`config.mk`:
```
export PLATFORM = sky130hd
export DESIGN_NAME = waypoint_pi_position_follower_top_flat
export DESIGN_NICKNAME = d
export VERILOG_FILES = /design/src/wpf_pkg.sv /design/src/wpf_channels.sv /design/src/waypoint_pi_position_follower_top.sv /design/src/wpf_axis_upd.sv /design/src/flat_wrapper.sv
export SDC_FILE = /design/constraint.sdc
export NUM_CORES = 2
export LEC_CHECK = 0
export BUFFER_PORTS_ARGS = -buffer_cell sky130_fd_sc_hd__clkbuf_2
export CAP_MARGIN = 5
export CORE_MARGIN = 2
export CORE_UTILIZATION = 55
export CTS_CLUSTER_DIAMETER = 50
export CTS_CLUSTER_SIZE = 30
export DETAILED_ROUTE_END_ITERATION = 10
export PLACE_DENSITY = 0.73
export SLEW_MARGIN = 20
export SYNTH_ARGS = -nofsm -noshare
export SYNTH_HDL_FRONTEND = slang
export SYNTH_SLANG_ARGS = --single-unit
```
`constraint.sdc`:
```
create_clock -name clock -period 15.2 [get_ports clock]
set_clock_uncertainty 0.15 [all_clocks]
set_input_delay 3.04 -clock clock [delete_from_list [all_inputs] [get_ports clock]]
set_output_delay 3.04 -clock clock [all_outputs]
set_load 0.005 [all_outputs]
```
`src/wpf_pkg.sv`:
```
// Shared constants, codes and types for the waypoint PI position follower.
package wpf_pkg;

   localparam int MAX_WAYPOINTS_DEF = 16;

   localparam int SLOT_W     = 4;
   localparam int CELL_W     = 4;
   localparam int ENTRY_W    = 2 * CELL_W;
   localparam int POS_W      = 16;
   localparam int TIME_W     = 32;
   localparam int GAIN_W     = 16;
   localparam int DWELL_W    = 16;
   localparam int BYTE_W     = 8;
   localparam int PLEN_W     = 5;
   localparam int TGT_W      = 13;
   localparam int TGT_OUT_W  = 16;
   localparam int ERR_W      = 18;
   localparam int INTEG_W    = 9;
   localparam int SPEED_W    = 32;
   localparam int WAYNOW_W   = 4;
   localparam int CSR_IDX_W  = 3;
   localparam int CSR_DATA_W = 16;
   localparam int CMP_W      = 9;

   localparam int NEAR_LIMIT  = 10;
   localparam int INTEG_LIMIT = 200;

   typedef enum logic [CSR_IDX_W-1:0] {
      REG_KP          = 3'd0,
      REG_KI          = 3'd1,
      REG_DWELL       = 3'd2,
      REG_CELL_SIZE   = 3'd3,
      REG_ORIGIN_X    = 3'd4,
      REG_ORIGIN_Y    = 3'd5,
      REG_HOME_OFFSET = 3'd6,
      REG_PATH_LENGTH = 3'd7
   } csr_index_type;

   typedef enum logic {
      CMD_LOAD = 1'b0,
      CMD_TICK = 1'b1
   } command_type;

   localparam logic signed [GAIN_W-1:0] KP_RESET          = 16'sd1434;
   localparam logic signed [GAIN_W-1:0] KI_RESET          = -16'sd20;
   localparam logic [DWELL_W-1:0]       DWELL_RESET       = 16'd100;
   localparam logic [BYTE_W-1:0]        CELL_SIZE_RESET   = 8'd80;
   localparam logic [BYTE_W-1:0]        ORIGIN_X_RESET    = 8'd10;
   localparam logic [BYTE_W-1:0]        ORIGIN_Y_RESET    = 8'd11;
   localparam logic [BYTE_W-1:0]        HOME_OFFSET_RESET = 8'd32;
   localparam logic [PLEN_W-1:0]        PATH_LENGTH_RESET = 5'd13;

   // per-axis result of the update stage
   typedef struct packed {
      logic signed [ERR_W-1:0]   err;
      logic                      near;
      logic signed [INTEG_W-1:0] integ;
      logic [TGT_W-1:0]          target;
   } axis_type;

endpackage

```
`src/wpf_channels.sv`:
```
// Request and response channel interfaces of the waypoint follower.
interface wpf_req_if;
   logic                                valid;
   logic                                ready;
   logic                                command;
   logic [wpf_pkg::SLOT_W-1:0]          slot;
   logic [wpf_pkg::CELL_W-1:0]          grid_x;
   logic [wpf_pkg::CELL_W-1:0]          grid_y;
   logic signed [wpf_pkg::POS_W-1:0]    pos_x;
   logic signed [wpf_pkg::POS_W-1:0]    pos_y;
   logic [wpf_pkg::TIME_W-1:0]          time_ms;

   modport source (output valid, command, slot, grid_x, grid_y, pos_x, pos_y, time_ms,
                   input ready);
   modport sink (input valid, command, slot, grid_x, grid_y, pos_x, pos_y, time_ms,
                 output ready);
endinterface

interface wpf_rsp_if;
   logic                                valid;
   logic                                ready;
   logic signed [wpf_pkg::SPEED_W-1:0]  speed_x;
   logic signed [wpf_pkg::SPEED_W-1:0]  speed_y;
   logic [wpf_pkg::TGT_OUT_W-1:0]       target_x;
   logic [wpf_pkg::TGT_OUT_W-1:0]       target_y;
   logic [wpf_pkg::WAYNOW_W-1:0]        waypoint_now;
   logic                                arrived;
   logic                                land_request;
   logic                                done_res;

   modport source (output valid, speed_x, speed_y, target_x, target_y, waypoint_now,
                   arrived, land_request, done_res, input ready);
   modport sink (input valid, speed_x, speed_y, target_x, target_y, waypoint_now,
                 arrived, land_request, done_res, output ready);
endinterface

```
`src/waypoint_pi_position_follower_top.sv`:
```
// Waypoint PI position follower: path table, dwell tracking and PI speed output.
// Pipeline: an accepted transaction passes the update-stage register, then the result register.
// Throughput: one transaction per cycle while results are taken; the waypoint table is read
//   every cycle at the next path index, so back-to-back ticks and loads never wait on the memory.
// Reset (synchronous, active high): path index, integrals, dwell time, done flag,
//   pipeline valids and registers go to their defaults; the table stays as written.
module waypoint_pi_position_follower_top #(
   parameter int MAX_WAYPOINTS = wpf_pkg::MAX_WAYPOINTS_DEF
) (
   input  logic                              clock,
   input  logic                              reset,
   wpf_req_if.sink                           req_ch,
   wpf_rsp_if.source                         rsp_ch,
   input  logic                              csr_we,
   input  logic [wpf_pkg::CSR_IDX_W-1:0]     csr_index,
   input  logic [wpf_pkg::CSR_DATA_W-1:0]    csr_wdata
);

   localparam int IDX_W     = (MAX_WAYPOINTS > 1) ? $clog2(MAX_WAYPOINTS) : 1;
   localparam int CMP_W     = wpf_pkg::CMP_W;
   localparam int ENTRY_W   = wpf_pkg::ENTRY_W;
   localparam int CELL_W    = wpf_pkg::CELL_W;
   localparam int ERR_W     = wpf_pkg::ERR_W;
   localparam int INTEG_W   = wpf_pkg::INTEG_W;
   localparam int GAIN_W    = wpf_pkg::GAIN_W;
   localparam int SPEED_W   = wpf_pkg::SPEED_W;
   localparam int TIME_W    = wpf_pkg::TIME_W;
   localparam int TGT_W     = wpf_pkg::TGT_W;
   localparam int TGT_OUT_W = wpf_pkg::TGT_OUT_W;
   localparam int WAYNOW_W  = wpf_pkg::WAYNOW_W;
   localparam int BYTE_W    = wpf_pkg::BYTE_W;
   localparam logic [CMP_W-1:0] MAX_CMP = CMP_W'(MAX_WAYPOINTS);

   // update stage -> multiply stage
   typedef struct packed {
      logic signed [ERR_W-1:0]   err_x;
      logic signed [ERR_W-1:0]   err_y;
      logic signed [INTEG_W-1:0] integ_x;
      logic signed [INTEG_W-1:0] integ_y;
      logic                      zero_speed;
      logic [TGT_W-1:0]          target_x;
      logic [TGT_W-1:0]          target_y;
      logic [WAYNOW_W-1:0]       waypoint_now;
      logic                      arrived;
      logic                      land;
      logic                      done;
   } stage_type;

   // ---------------- configuration registers ----------------
   logic signed [GAIN_W-1:0]            kp_ff;
   logic signed [GAIN_W-1:0]            ki_ff;
   logic [wpf_pkg::DWELL_W-1:0]         dwell_ff;
   logic [BYTE_W-1:0]                   cell_size_ff;
   logic [BYTE_W-1:0]                   origin_x_ff;
   logic [BYTE_W-1:0]                   origin_y_ff;
   logic [BYTE_W-1:0]                   home_offset_ff;
   logic [wpf_pkg::PLEN_W-1:0]          path_length_ff;

   always_ff @(posedge clock) begin
      if (reset) begin
         kp_ff          <= wpf_pkg::KP_RESET;
         ki_ff          <= wpf_pkg::KI_RESET;
         dwell_ff       <= wpf_pkg::DWELL_RESET;
         cell_size_ff   <= wpf_pkg::CELL_SIZE_RESET;
         origin_x_ff    <= wpf_pkg::ORIGIN_X_RESET;
         origin_y_ff    <= wpf_pkg::ORIGIN_Y_RESET;
         home_offset_ff <= wpf_pkg::HOME_OFFSET_RESET;
         path_length_ff <= wpf_pkg::PATH_LENGTH_RESET;
      end else if (csr_we) begin
         unique case (wpf_pkg::csr_index_type'(csr_index))
            wpf_pkg::REG_KP:          kp_ff          <= csr_wdata;
            wpf_pkg::REG_KI:          ki_ff          <= csr_wdata;
            wpf_pkg::REG_DWELL:       dwell_ff       <= csr_wdata;
            wpf_pkg::REG_CELL_SIZE:   cell_size_ff   <= csr_wdata[BYTE_W-1:0];
            wpf_pkg::REG_ORIGIN_X:    origin_x_ff    <= csr_wdata[BYTE_W-1:0];
            wpf_pkg::REG_ORIGIN_Y:    origin_y_ff    <= csr_wdata[BYTE_W-1:0];
            wpf_pkg::REG_HOME_OFFSET: home_offset_ff <= csr_wdata[BYTE_W-1:0];
            wpf_pkg::REG_PATH_LENGTH: path_length_ff <= csr_wdata[wpf_pkg::PLEN_W-1:0];
         endcase
      end
   end

   // ---------------- handshake and pipeline enables ----------------
   logic      s1_valid_ff;
   logic      rsp_valid_ff;
   logic      s2_en;
   logic      s1_en;
   logic      accept;

   // result register frees when empty or taken; update stage frees into it
   assign s2_en        = !rsp_valid_ff || rsp_ch.ready;
   assign s1_en        = !s1_valid_ff || s2_en;
   assign req_ch.ready = !reset && s1_en;
   assign accept       = req_ch.valid && req_ch.ready;

   // ---------------- follower state ----------------
   logic [IDX_W-1:0]          path_index_ff, path_index_in;
   logic signed [INTEG_W-1:0] integ_x_ff, integ_x_in;
   logic signed [INTEG_W-1:0] integ_y_ff, integ_y_in;
   logic [TIME_W-1:0]         near_since_ff, near_since_in;
   logic                      done_ff, done_in;

   // ---------------- waypoint table ----------------
   // entry_ff always holds table[path_index_ff], including the write of the
   // previous cycle (write-through on the read port).
   logic [ENTRY_W-1:0] table_mem [MAX_WAYPOINTS];
   logic [ENTRY_W-1:0] entry_ff;
   logic [IDX_W-1:0]   rd_addr;
   logic [IDX_W-1:0]   wr_addr;
   logic [ENTRY_W-1:0] wr_data;
   logic               wr_en;

   assign wr_addr = IDX_W'(req_ch.slot);
   assign wr_data = {req_ch.grid_y, req_ch.grid_x};
   // slots past the table are dropped
   assign wr_en   = accept && (req_ch.command == wpf_pkg::CMD_LOAD)
                    && (CMP_W'(req_ch.slot) < MAX_CMP);
   assign rd_addr = reset ? '0 : path_index_in;

   always_ff @(posedge clock) begin
      if (wr_en) begin
         table_mem[wr_addr] <= wr_data;
      end
      if (wr_en && (wr_addr == rd_addr)) begin
         entry_ff <= wr_data;
      end else begin
         entry_ff <= table_mem[rd_addr];
      end
   end

   // ---------------- update stage ----------------
   logic [ENTRY_W-1:0]   entry_cur;
   logic                 home;
   logic                 run;
   logic                 both_near;
   logic [TIME_W-1:0]    elapsed;
   logic                 arrive;
   logic                 last;
   logic                 land;
   logic [CMP_W-1:0]     plen;
   logic [CMP_W-1:0]     eff_len;
   wpf_pkg::axis_type    ax;
   wpf_pkg::axis_type    ay;
   stage_type            s1_in;
   stage_type            s1_ff;

   // a load into the slot being pursued is seen by its own result
   assign entry_cur = (wr_en && (wr_addr == path_index_ff)) ? wr_data : entry_ff;
   assign home      = (entry_cur == '0);

   wpf_axis_upd u_axis_x (
      .cell_idx    (entry_cur[CELL_W-1:0]),
      .home        (home),
      .origin      (origin_x_ff),
      .home_offset (home_offset_ff),
      .cell_size   (cell_size_ff),
      .pos         (req_ch.pos_x),
      .integ       (integ_x_ff),
      .res         (ax)
   );

   wpf_axis_upd u_axis_y (
      .cell_idx    (entry_cur[ENTRY_W-1:CELL_W]),
      .home        (home),
      .origin      (origin_y_ff),
      .home_offset (home_offset_ff),
      .cell_size   (cell_size_ff),
      .pos         (req_ch.pos_y),
      .integ       (integ_y_ff),
      .res         (ay)
   );

   always_comb begin
      run       = accept && (req_ch.command == wpf_pkg::CMD_TICK) && !done_ff;
      both_near = ax.near && ay.near;
      elapsed   = req_ch.time_ms - near_since_ff;
      arrive    = run && both_near && (elapsed > TIME_W'(dwell_ff));

      // path length saturates into 1..MAX_WAYPOINTS
      plen = CMP_W'(path_length_ff);
      priority if (plen == '0) begin
         eff_len = CMP_W'(1);
      end else if (plen > MAX_CMP) begin
         eff_len = MAX_CMP;
      end else begin
         eff_len = plen;
      end
      last = (CMP_W'(path_index_ff) + CMP_W'(1)) >= eff_len;
      land = arrive && last;

      path_index_in = path_index_ff;
      if (arrive) begin
         path_index_in = last ? '0 : path_index_ff + IDX_W'(1);
      end
      done_in       = done_ff || land;
      integ_x_in    = run ? ax.integ : integ_x_ff;
      integ_y_in    = run ? ay.integ : integ_y_ff;
      near_since_in = (run && !both_near) ? req_ch.time_ms : near_since_ff;

      s1_in.err_x        = ax.err;
      s1_in.err_y        = ay.err;
      s1_in.integ_x      = ax.integ;
      s1_in.integ_y      = ay.integ;
      s1_in.zero_speed   = !run || land;
      s1_in.target_x     = ax.target;
      s1_in.target_y     = ay.target;
      s1_in.waypoint_now = WAYNOW_W'(path_index_in);
      s1_in.arrived      = arrive;
      s1_in.land         = land;
      s1_in.done         = done_in;
   end

   always_ff @(posedge clock) begin
      if (reset) begin
         path_index_ff <= '0;
         integ_x_ff    <= '0;
         integ_y_ff    <= '0;
         near_since_ff <= '0;
         done_ff       <= 1'b0;
         s1_valid_ff   <= 1'b0;
      end else begin
         path_index_ff <= path_index_in;
         integ_x_ff    <= integ_x_in;
         integ_y_ff    <= integ_y_in;
         near_since_ff <= near_since_in;
         done_ff       <= done_in;
         if (s1_en) begin
            s1_valid_ff <= accept;
         end
      end
   end

   always_ff @(posedge clock) begin
      if (accept) begin
         s1_ff <= s1_in;
      end
   end

   // ---------------- multiply stage / result register ----------------
   // speed = err*kp + integ*ki, exact in Q10; low 32 bits kept
   logic signed [ERR_W+GAIN_W-1:0]   kp_prod_x, kp_prod_y;
   logic signed [INTEG_W+GAIN_W-1:0] ki_prod_x, ki_prod_y;
   logic signed [SPEED_W-1:0]        speed_x_in, speed_y_in;
   logic signed [SPEED_W-1:0]        speed_x_ff, speed_y_ff;
   logic [TGT_OUT_W-1:0]             target_x_ff, target_y_ff;
   logic [WAYNOW_W-1:0]              waypoint_now_ff;
   logic                             arrived_ff, land_ff, done_res_ff;

   always_comb begin
      kp_prod_x = s1_ff.err_x * kp_ff;
      kp_prod_y = s1_ff.err_y * kp_ff;
      ki_prod_x = s1_ff.integ_x * ki_ff;
      ki_prod_y = s1_ff.integ_y * ki_ff;
      if (s1_ff.zero_speed) begin
         speed_x_in = '0;
         speed_y_in = '0;
      end else begin
         speed_x_in = SPEED_W'(kp_prod_x) + SPEED_W'(ki_prod_x);
         speed_y_in = SPEED_W'(kp_prod_y) + SPEED_W'(ki_prod_y);
      end
   end

   always_ff @(posedge clock) begin
      if (reset) begin
         rsp_valid_ff <= 1'b0;
      end else if (s2_en) begin
         rsp_valid_ff <= s1_valid_ff;
      end
   end

   always_ff @(posedge clock) begin
      if (s2_en && s1_valid_ff) begin
         speed_x_ff      <= speed_x_in;
         speed_y_ff      <= speed_y_in;
         target_x_ff     <= TGT_OUT_W'(s1_ff.target_x);
         target_y_ff     <= TGT_OUT_W'(s1_ff.target_y);
         waypoint_now_ff <= s1_ff.waypoint_now;
         arrived_ff      <= s1_ff.arrived;
         land_ff         <= s1_ff.land;
         done_res_ff     <= s1_ff.done;
      end
   end

   assign rsp_ch.valid        = rsp_valid_ff;
   assign rsp_ch.speed_x      = speed_x_ff;
   assign rsp_ch.speed_y      = speed_y_ff;
   assign rsp_ch.target_x     = target_x_ff;
   assign rsp_ch.target_y     = target_y_ff;
   assign rsp_ch.waypoint_now = waypoint_now_ff;
   assign rsp_ch.arrived      = arrived_ff;
   assign rsp_ch.land_request = land_ff;
   assign rsp_ch.done_res     = done_res_ff;

endmodule

```
`src/wpf_axis_upd.sv`:
```
// One axis: grid cell to target, position error, near test and integral update.
module wpf_axis_upd (
   input  logic [wpf_pkg::CELL_W-1:0]        cell_idx,
   input  logic                              home,
   input  logic [wpf_pkg::BYTE_W-1:0]        origin,
   input  logic [wpf_pkg::BYTE_W-1:0]        home_offset,
   input  logic [wpf_pkg::BYTE_W-1:0]        cell_size,
   input  logic signed [wpf_pkg::POS_W-1:0]  pos,
   input  logic signed [wpf_pkg::INTEG_W-1:0] integ,
   output wpf_pkg::axis_type                 res
);

   localparam int TGT_W   = wpf_pkg::TGT_W;
   localparam int ERR_W   = wpf_pkg::ERR_W;
   localparam int INTEG_W = wpf_pkg::INTEG_W;
   localparam int SUM_W   = INTEG_W + 1;

   localparam logic signed [ERR_W-1:0] NEAR_HI  = ERR_W'(wpf_pkg::NEAR_LIMIT);
   localparam logic signed [ERR_W-1:0] NEAR_LO  = ERR_W'(-wpf_pkg::NEAR_LIMIT);
   localparam logic signed [SUM_W-1:0] CLAMP_HI = SUM_W'(wpf_pkg::INTEG_LIMIT);
   localparam logic signed [SUM_W-1:0] CLAMP_LO = SUM_W'(-wpf_pkg::INTEG_LIMIT);

   logic [TGT_W-1:0]        span;
   logic [TGT_W-1:0]        target;
   logic signed [ERR_W-1:0] err;
   logic                    near;
   logic signed [SUM_W-1:0] sum;
   logic signed [SUM_W-1:0] clamped;

   always_comb begin
      span = TGT_W'(cell_idx) * TGT_W'(cell_size);
      if (home) begin
         target = TGT_W'(origin) + TGT_W'(home_offset);
      end else begin
         target = TGT_W'(origin) + TGT_W'(cell_size >> 1) + span;
      end
      err  = $signed(ERR_W'(target)) - ERR_W'(pos);
      near = (err > NEAR_LO) && (err < NEAR_HI);
      // error is within +/-9 when it accumulates, so 10 bits hold the sum
      sum  = SUM_W'(integ) + SUM_W'(err);
      priority if (!near) begin
         clamped = '0;
      end else if (sum > CLAMP_HI) begin
         clamped = CLAMP_HI;
      end else if (sum < CLAMP_LO) begin
         clamped = CLAMP_LO;
      end else begin
         clamped = sum;
      end
      res.err    = err;
      res.near   = near;
      res.integ  = INTEG_W'(clamped);
      res.target = target;
   end

endmodule

```
`src/flat_wrapper.sv`:
```
// flat-port wrapper written by rule: the top's interface ports become plain ports
module waypoint_pi_position_follower_top_flat 
#(
   parameter int MAX_WAYPOINTS = wpf_pkg::MAX_WAYPOINTS_DEF
)
  (clock, reset, csr_we, csr_index, csr_wdata, req_ch_valid, req_ch_command, req_ch_slot, req_ch_grid_x, req_ch_grid_y, req_ch_pos_x, req_ch_pos_y, req_ch_time_ms, req_ch_ready, rsp_ch_valid, rsp_ch_speed_x, rsp_ch_speed_y, rsp_ch_target_x, rsp_ch_target_y, rsp_ch_waypoint_now, rsp_ch_arrived, rsp_ch_land_request, rsp_ch_done_res, rsp_ch_ready);
  wpf_req_if req_ch_i ();
  wpf_rsp_if rsp_ch_i ();
  input  logic clock;
  input  logic reset;
  input  logic csr_we;
  input  logic [wpf_pkg::CSR_IDX_W-1:0] csr_index;
  input  logic [wpf_pkg::CSR_DATA_W-1:0] csr_wdata;
  input wire logic [$bits(req_ch_i.valid)-1:0] req_ch_valid;
  input wire logic [$bits(req_ch_i.command)-1:0] req_ch_command;
  input wire logic [$bits(req_ch_i.slot)-1:0] req_ch_slot;
  input wire logic [$bits(req_ch_i.grid_x)-1:0] req_ch_grid_x;
  input wire logic [$bits(req_ch_i.grid_y)-1:0] req_ch_grid_y;
  input wire logic [$bits(req_ch_i.pos_x)-1:0] req_ch_pos_x;
  input wire logic [$bits(req_ch_i.pos_y)-1:0] req_ch_pos_y;
  input wire logic [$bits(req_ch_i.time_ms)-1:0] req_ch_time_ms;
  output wire logic [$bits(req_ch_i.ready)-1:0] req_ch_ready;
  output wire logic [$bits(rsp_ch_i.valid)-1:0] rsp_ch_valid;
  output wire logic [$bits(rsp_ch_i.speed_x)-1:0] rsp_ch_speed_x;
  output wire logic [$bits(rsp_ch_i.speed_y)-1:0] rsp_ch_speed_y;
  output wire logic [$bits(rsp_ch_i.target_x)-1:0] rsp_ch_target_x;
  output wire logic [$bits(rsp_ch_i.target_y)-1:0] rsp_ch_target_y;
  output wire logic [$bits(rsp_ch_i.waypoint_now)-1:0] rsp_ch_waypoint_now;
  output wire logic [$bits(rsp_ch_i.arrived)-1:0] rsp_ch_arrived;
  output wire logic [$bits(rsp_ch_i.land_request)-1:0] rsp_ch_land_request;
  output wire logic [$bits(rsp_ch_i.done_res)-1:0] rsp_ch_done_res;
  input wire logic [$bits(rsp_ch_i.ready)-1:0] rsp_ch_ready;
  assign req_ch_i.valid = req_ch_valid;
  assign req_ch_i.command = req_ch_command;
  assign req_ch_i.slot = req_ch_slot;
  assign req_ch_i.grid_x = req_ch_grid_x;
  assign req_ch_i.grid_y = req_ch_grid_y;
  assign req_ch_i.pos_x = req_ch_pos_x;
  assign req_ch_i.pos_y = req_ch_pos_y;
  assign req_ch_i.time_ms = req_ch_time_ms;
  assign req_ch_ready = req_ch_i.ready;
  assign rsp_ch_valid = rsp_ch_i.valid;
  assign rsp_ch_speed_x = rsp_ch_i.speed_x;
  assign rsp_ch_speed_y = rsp_ch_i.speed_y;
  assign rsp_ch_target_x = rsp_ch_i.target_x;
  assign rsp_ch_target_y = rsp_ch_i.target_y;
  assign rsp_ch_waypoint_now = rsp_ch_i.waypoint_now;
  assign rsp_ch_arrived = rsp_ch_i.arrived;
  assign rsp_ch_land_request = rsp_ch_i.land_request;
  assign rsp_ch_done_res = rsp_ch_i.done_res;
  assign rsp_ch_i.ready = rsp_ch_ready;
  waypoint_pi_position_follower_top #(.MAX_WAYPOINTS(MAX_WAYPOINTS)) u_core (.clock(clock), .reset(reset), .req_ch(req_ch_i), .rsp_ch(rsp_ch_i), .csr_we(csr_we), .csr_index(csr_index), .csr_wdata(csr_wdata));
endmodule
```
==> metrics.yaml <==
fillCellCount: 8412
tritoncts: "yes"
async_flop_share: 0
ys_seq_elements: 453
worst-r2r-cell-count: 33
r2r_slack_ns: 5.24
status: "completed"
postRouteWirelength_um: 133000
antenna_found_initial: 3
wire_per_inst_um: 19.1
synth_area_um2: 55400
max_freq_mhz: 86.6
h-tree-depth: 2
cts_hold_buf: 0
drt_iter0_drc: 2112
final_cell_mix: "inv_1 (1044), fa_1 (955), nand2_1 (726)"
worst_path_most_repeated_cell: "a21oi_1"
worstMarginPinSlew_ns: 1.10
die_height_um: 321
clkTransAtPathRegs_ns: 0.08
grt_usage: 0.268
whs_path_depth: 0
grt_first_pass_wirelength_um: 217000
required_ns: 15.51
yosysWarnings: 0
regToRegStartpoint: "u_core.path_index_ff[0]$_SDFF_PP0_"
placed_area_um2: 57500
post-route-min-period_ns: 11.55
postRouteAntennaNets: 0
clk_latency_ns: 0.72
cp.depth: 35
dp_hpwl_um: 106000
route.vias.total: 38700
yosysUniqueCellTypes: 100
end_kind: "flop"
hold_viol_final: 0
startpoint: "reset"
postCtsSetupBuffers: 0
maxSlewViolCount: 0
cts-root-buf: "clkbuf_16"
min_period_over_period: 0.760
grt_pass1_vias: 41300
syn-instance-count: 5554
drive_gt1_frac: 0.0792
critPathTopFamily: "simple AND/OR/NAND/NOR gates"
tns_ns: 0
cts_buffers: 59
syn_avg_cell_area_um2: 9.97
slew_headroom: 0.253
cp_slowest_stage_delay_ns: 0.63
viasPerCell: 5.54
critPathKind: "input pin to flop"
cp_max_fo: 64
cts_buffer_depth: 3
final_area_um2: 59800
synth_edf_count: 311
mostFrequentLayoutCell: "inv_1"
slowest_stage: "nor4_1"
nNetsFinal: 7037
synthFlopType: "edfxtp_1"
io_buffers: 199
ys_seq_area_frac: 0.220
start_kind: "input pin"
dieWidth_um: 321
remaining_drc_errors: 0
cts_resized: 0
hold_class: "flop to flop"
grt-ovfl-total: 0
cp_num_buf_inv: 4
firstDrtPassIters: 8
coreArea_um2: 100000
min_to: "u_core.rsp_ch.target_x[0]$_DFFE_PP_"
cts.sinks: 453
grt_start_max_net_pins: 84
max_cap_violations: 0
row_count: 116
io_pins: 206
rsz0062_at_grt: "false"
dp_worst_setup_slack_ns: 2.98
area_growth_pct: 7.88
setup_violations: 0
setup_ws_ns: 3.65
die_area_um2: 103000
initial_core_util: 0.554
regToRegEndpoint: "u_core.s1_ff[5]$_DFFE_PN_"
arrival_ns: 11.87
hp-start: "u_core.s1_ff[20]$_DFFE_PN_"
gp_congestion: 0.901
## cells by family after synthesis
| group | count (synthesis) | synth area share |
|---|---|---|
| and+or+nand+nor | 1713 | 0.151 |
| xor gates and xnor gates | 154 | 0.0245 |
| DFF | 453 | 0.220 |
| other | 1 | 0.0000677 |
| muxes | 105 | 0.0285 |
| AOI/OAI and AO/OA | 548 | 0.0648 |
| buffers and inverters | 1273 | 0.0870 |
| adders and majority gates | 1307 | 0.424 |
## state kept, by name, summed over array words and instances (netlist names), 4 cells and up
signal                      cells
u_core.cell_size_ff             8
u_core.dwell_ff                16
u_core.home_offset_ff           8
u_core.integ_x_ff               9
u_core.integ_y_ff               9
u_core.ki_ff                   16
u_core.kp_ff                   16
u_core.near_since_ff           32
u_core.origin_x_ff              8
u_core.origin_y_ff              8
u_core.path_index_ff            4
u_core.path_length_ff           5
u_core.rsp_ch.speed_x          32
u_core.rsp_ch.speed_y          32
u_core.rsp_ch.target_x         13
u_core.rsp_ch.target_y         13
u_core.rsp_ch.waypoint_now      4
u_core.s1_ff                   86
u_core.table_mem              128
## area by class of cell
| class | instances | area, µm² | share of cell area |
|---|---|---|---|
| sequential | 453 | 12200 | 0.204 |
| antenna | 2 | 5.00 | 0.0000837 |
| clock inverter | 48 | 768 | 0.0129 |
| inverter | 1046 | 3930 | 0.0657 |
| tap | 1298 | 1620 | 0.0272 |
| clock buffer | 63 | 1510 | 0.0253 |
| multi-input combinational | 3833 | 38400 | 0.643 |
| timing repair buffer | 238 | 1290 | 0.0216 |
## cell usage after synthesis, drive strengths merged (21+ instances only)
| cell type | instances | area share |
|---|---|---|
| inv | 1046 | 0.071 |
| fa | 955 | 0.35 |
| nand2 | 726 | 0.049 |
| and2 | 369 | 0.042 |
| ha | 350 | 0.079 |
| edfxtp | 311 | 0.17 |
| nor2 | 225 | 0.015 |
| clkbuf | 201 | 0.014 |
| a21oi | 189 | 0.017 |
| dfxtp | 142 | 0.051 |
| nand2b | 99 | 0.011 |
| xnor2 | 98 | 0.016 |
| o21ai | 91 | 0.0083 |
| a21o | 58 | 0.0079 |
| xor2 | 56 | 0.0089 |
| mux2i | 48 | 0.0087 |
| nand3 | 46 | 0.0042 |
| nor3 | 46 | 0.0042 |
| nor2b | 44 | 0.0050 |
| mux4 | 40 | 0.016 |
| nand3b | 34 | 0.0047 |
| or3 | 28 | 0.0033 |
| buf | 26 | 0.0025 |
| o21a | 24 | 0.0033 |
| a211oi | 23 | 0.0032 |
| and3 | 23 | 0.0026 |
| a211o | 21 | 0.0033 |
| o21bai | 21 | 0.0028 |
## worst register-to-register path, delay by kind of cell (launching register included)
family | cells | cell delay [ns]
buffers and inverters | 4 | 0.77
AOI/OAI and AO/OA | 12 | 2.62
adders and majority gates | 5 | 2.10
and+or+nand+nor | 9 | 2.18
DFF | 1 | 0.32
muxes | 3 | 1.59
## layer usage
| layer | GRT usage | vias up | share of wire |
|---|---|---|---|
| met4 | 0.113 | 4 | 0.044 |
| met3 | 0.0387 | 284 | 0.064 |
| met5 | 0.00615 | - | 0.00077 |
| li1 | - | 17600 | - |
| met1 | 0.339 | 19500 | 0.39 |
| met2 | 0.462 | 1283 | 0.50 |
## stage by stage
| stage | cells | hold slack (ns) | util |
|---|---|---|---|
| 2_1_floorplan | 5559 | 0.250 | - |
| 3_3_place_gp | 6868 | 0.255 | 0.575 |
| 3_5_place_dp | 6868 | 0.257 | 0.575 |
| 4_1_cts | 6979 | 0.269 | 0.598 |
| 5_1_grt | 6981 | 0.268 | 0.598 |
| 6_report | 6981 | 0.273 | 0.598 |
## worst max path at each step
stage	to	slack, ns
2_1_floorplan	u_core.s1_ff[3]$_DFFE_PN_	4.66
3_3_place_gp	u_core.s1_ff[5]$_DFFE_PN_	3.21
3_5_place_dp	u_core.s1_ff[5]$_DFFE_PN_	2.98
4_1_cts	u_core.s1_ff[5]$_DFFE_PN_	3.74
5_1_grt	u_core.s1_ff[5]$_DFFE_PN_	3.03
6_report	u_core.s1_ff[5]$_DFFE_PN_	3.65
Power is not shown: default switching activity piles up to over one toggle a cycle in this logic, so the estimate is an artifact.
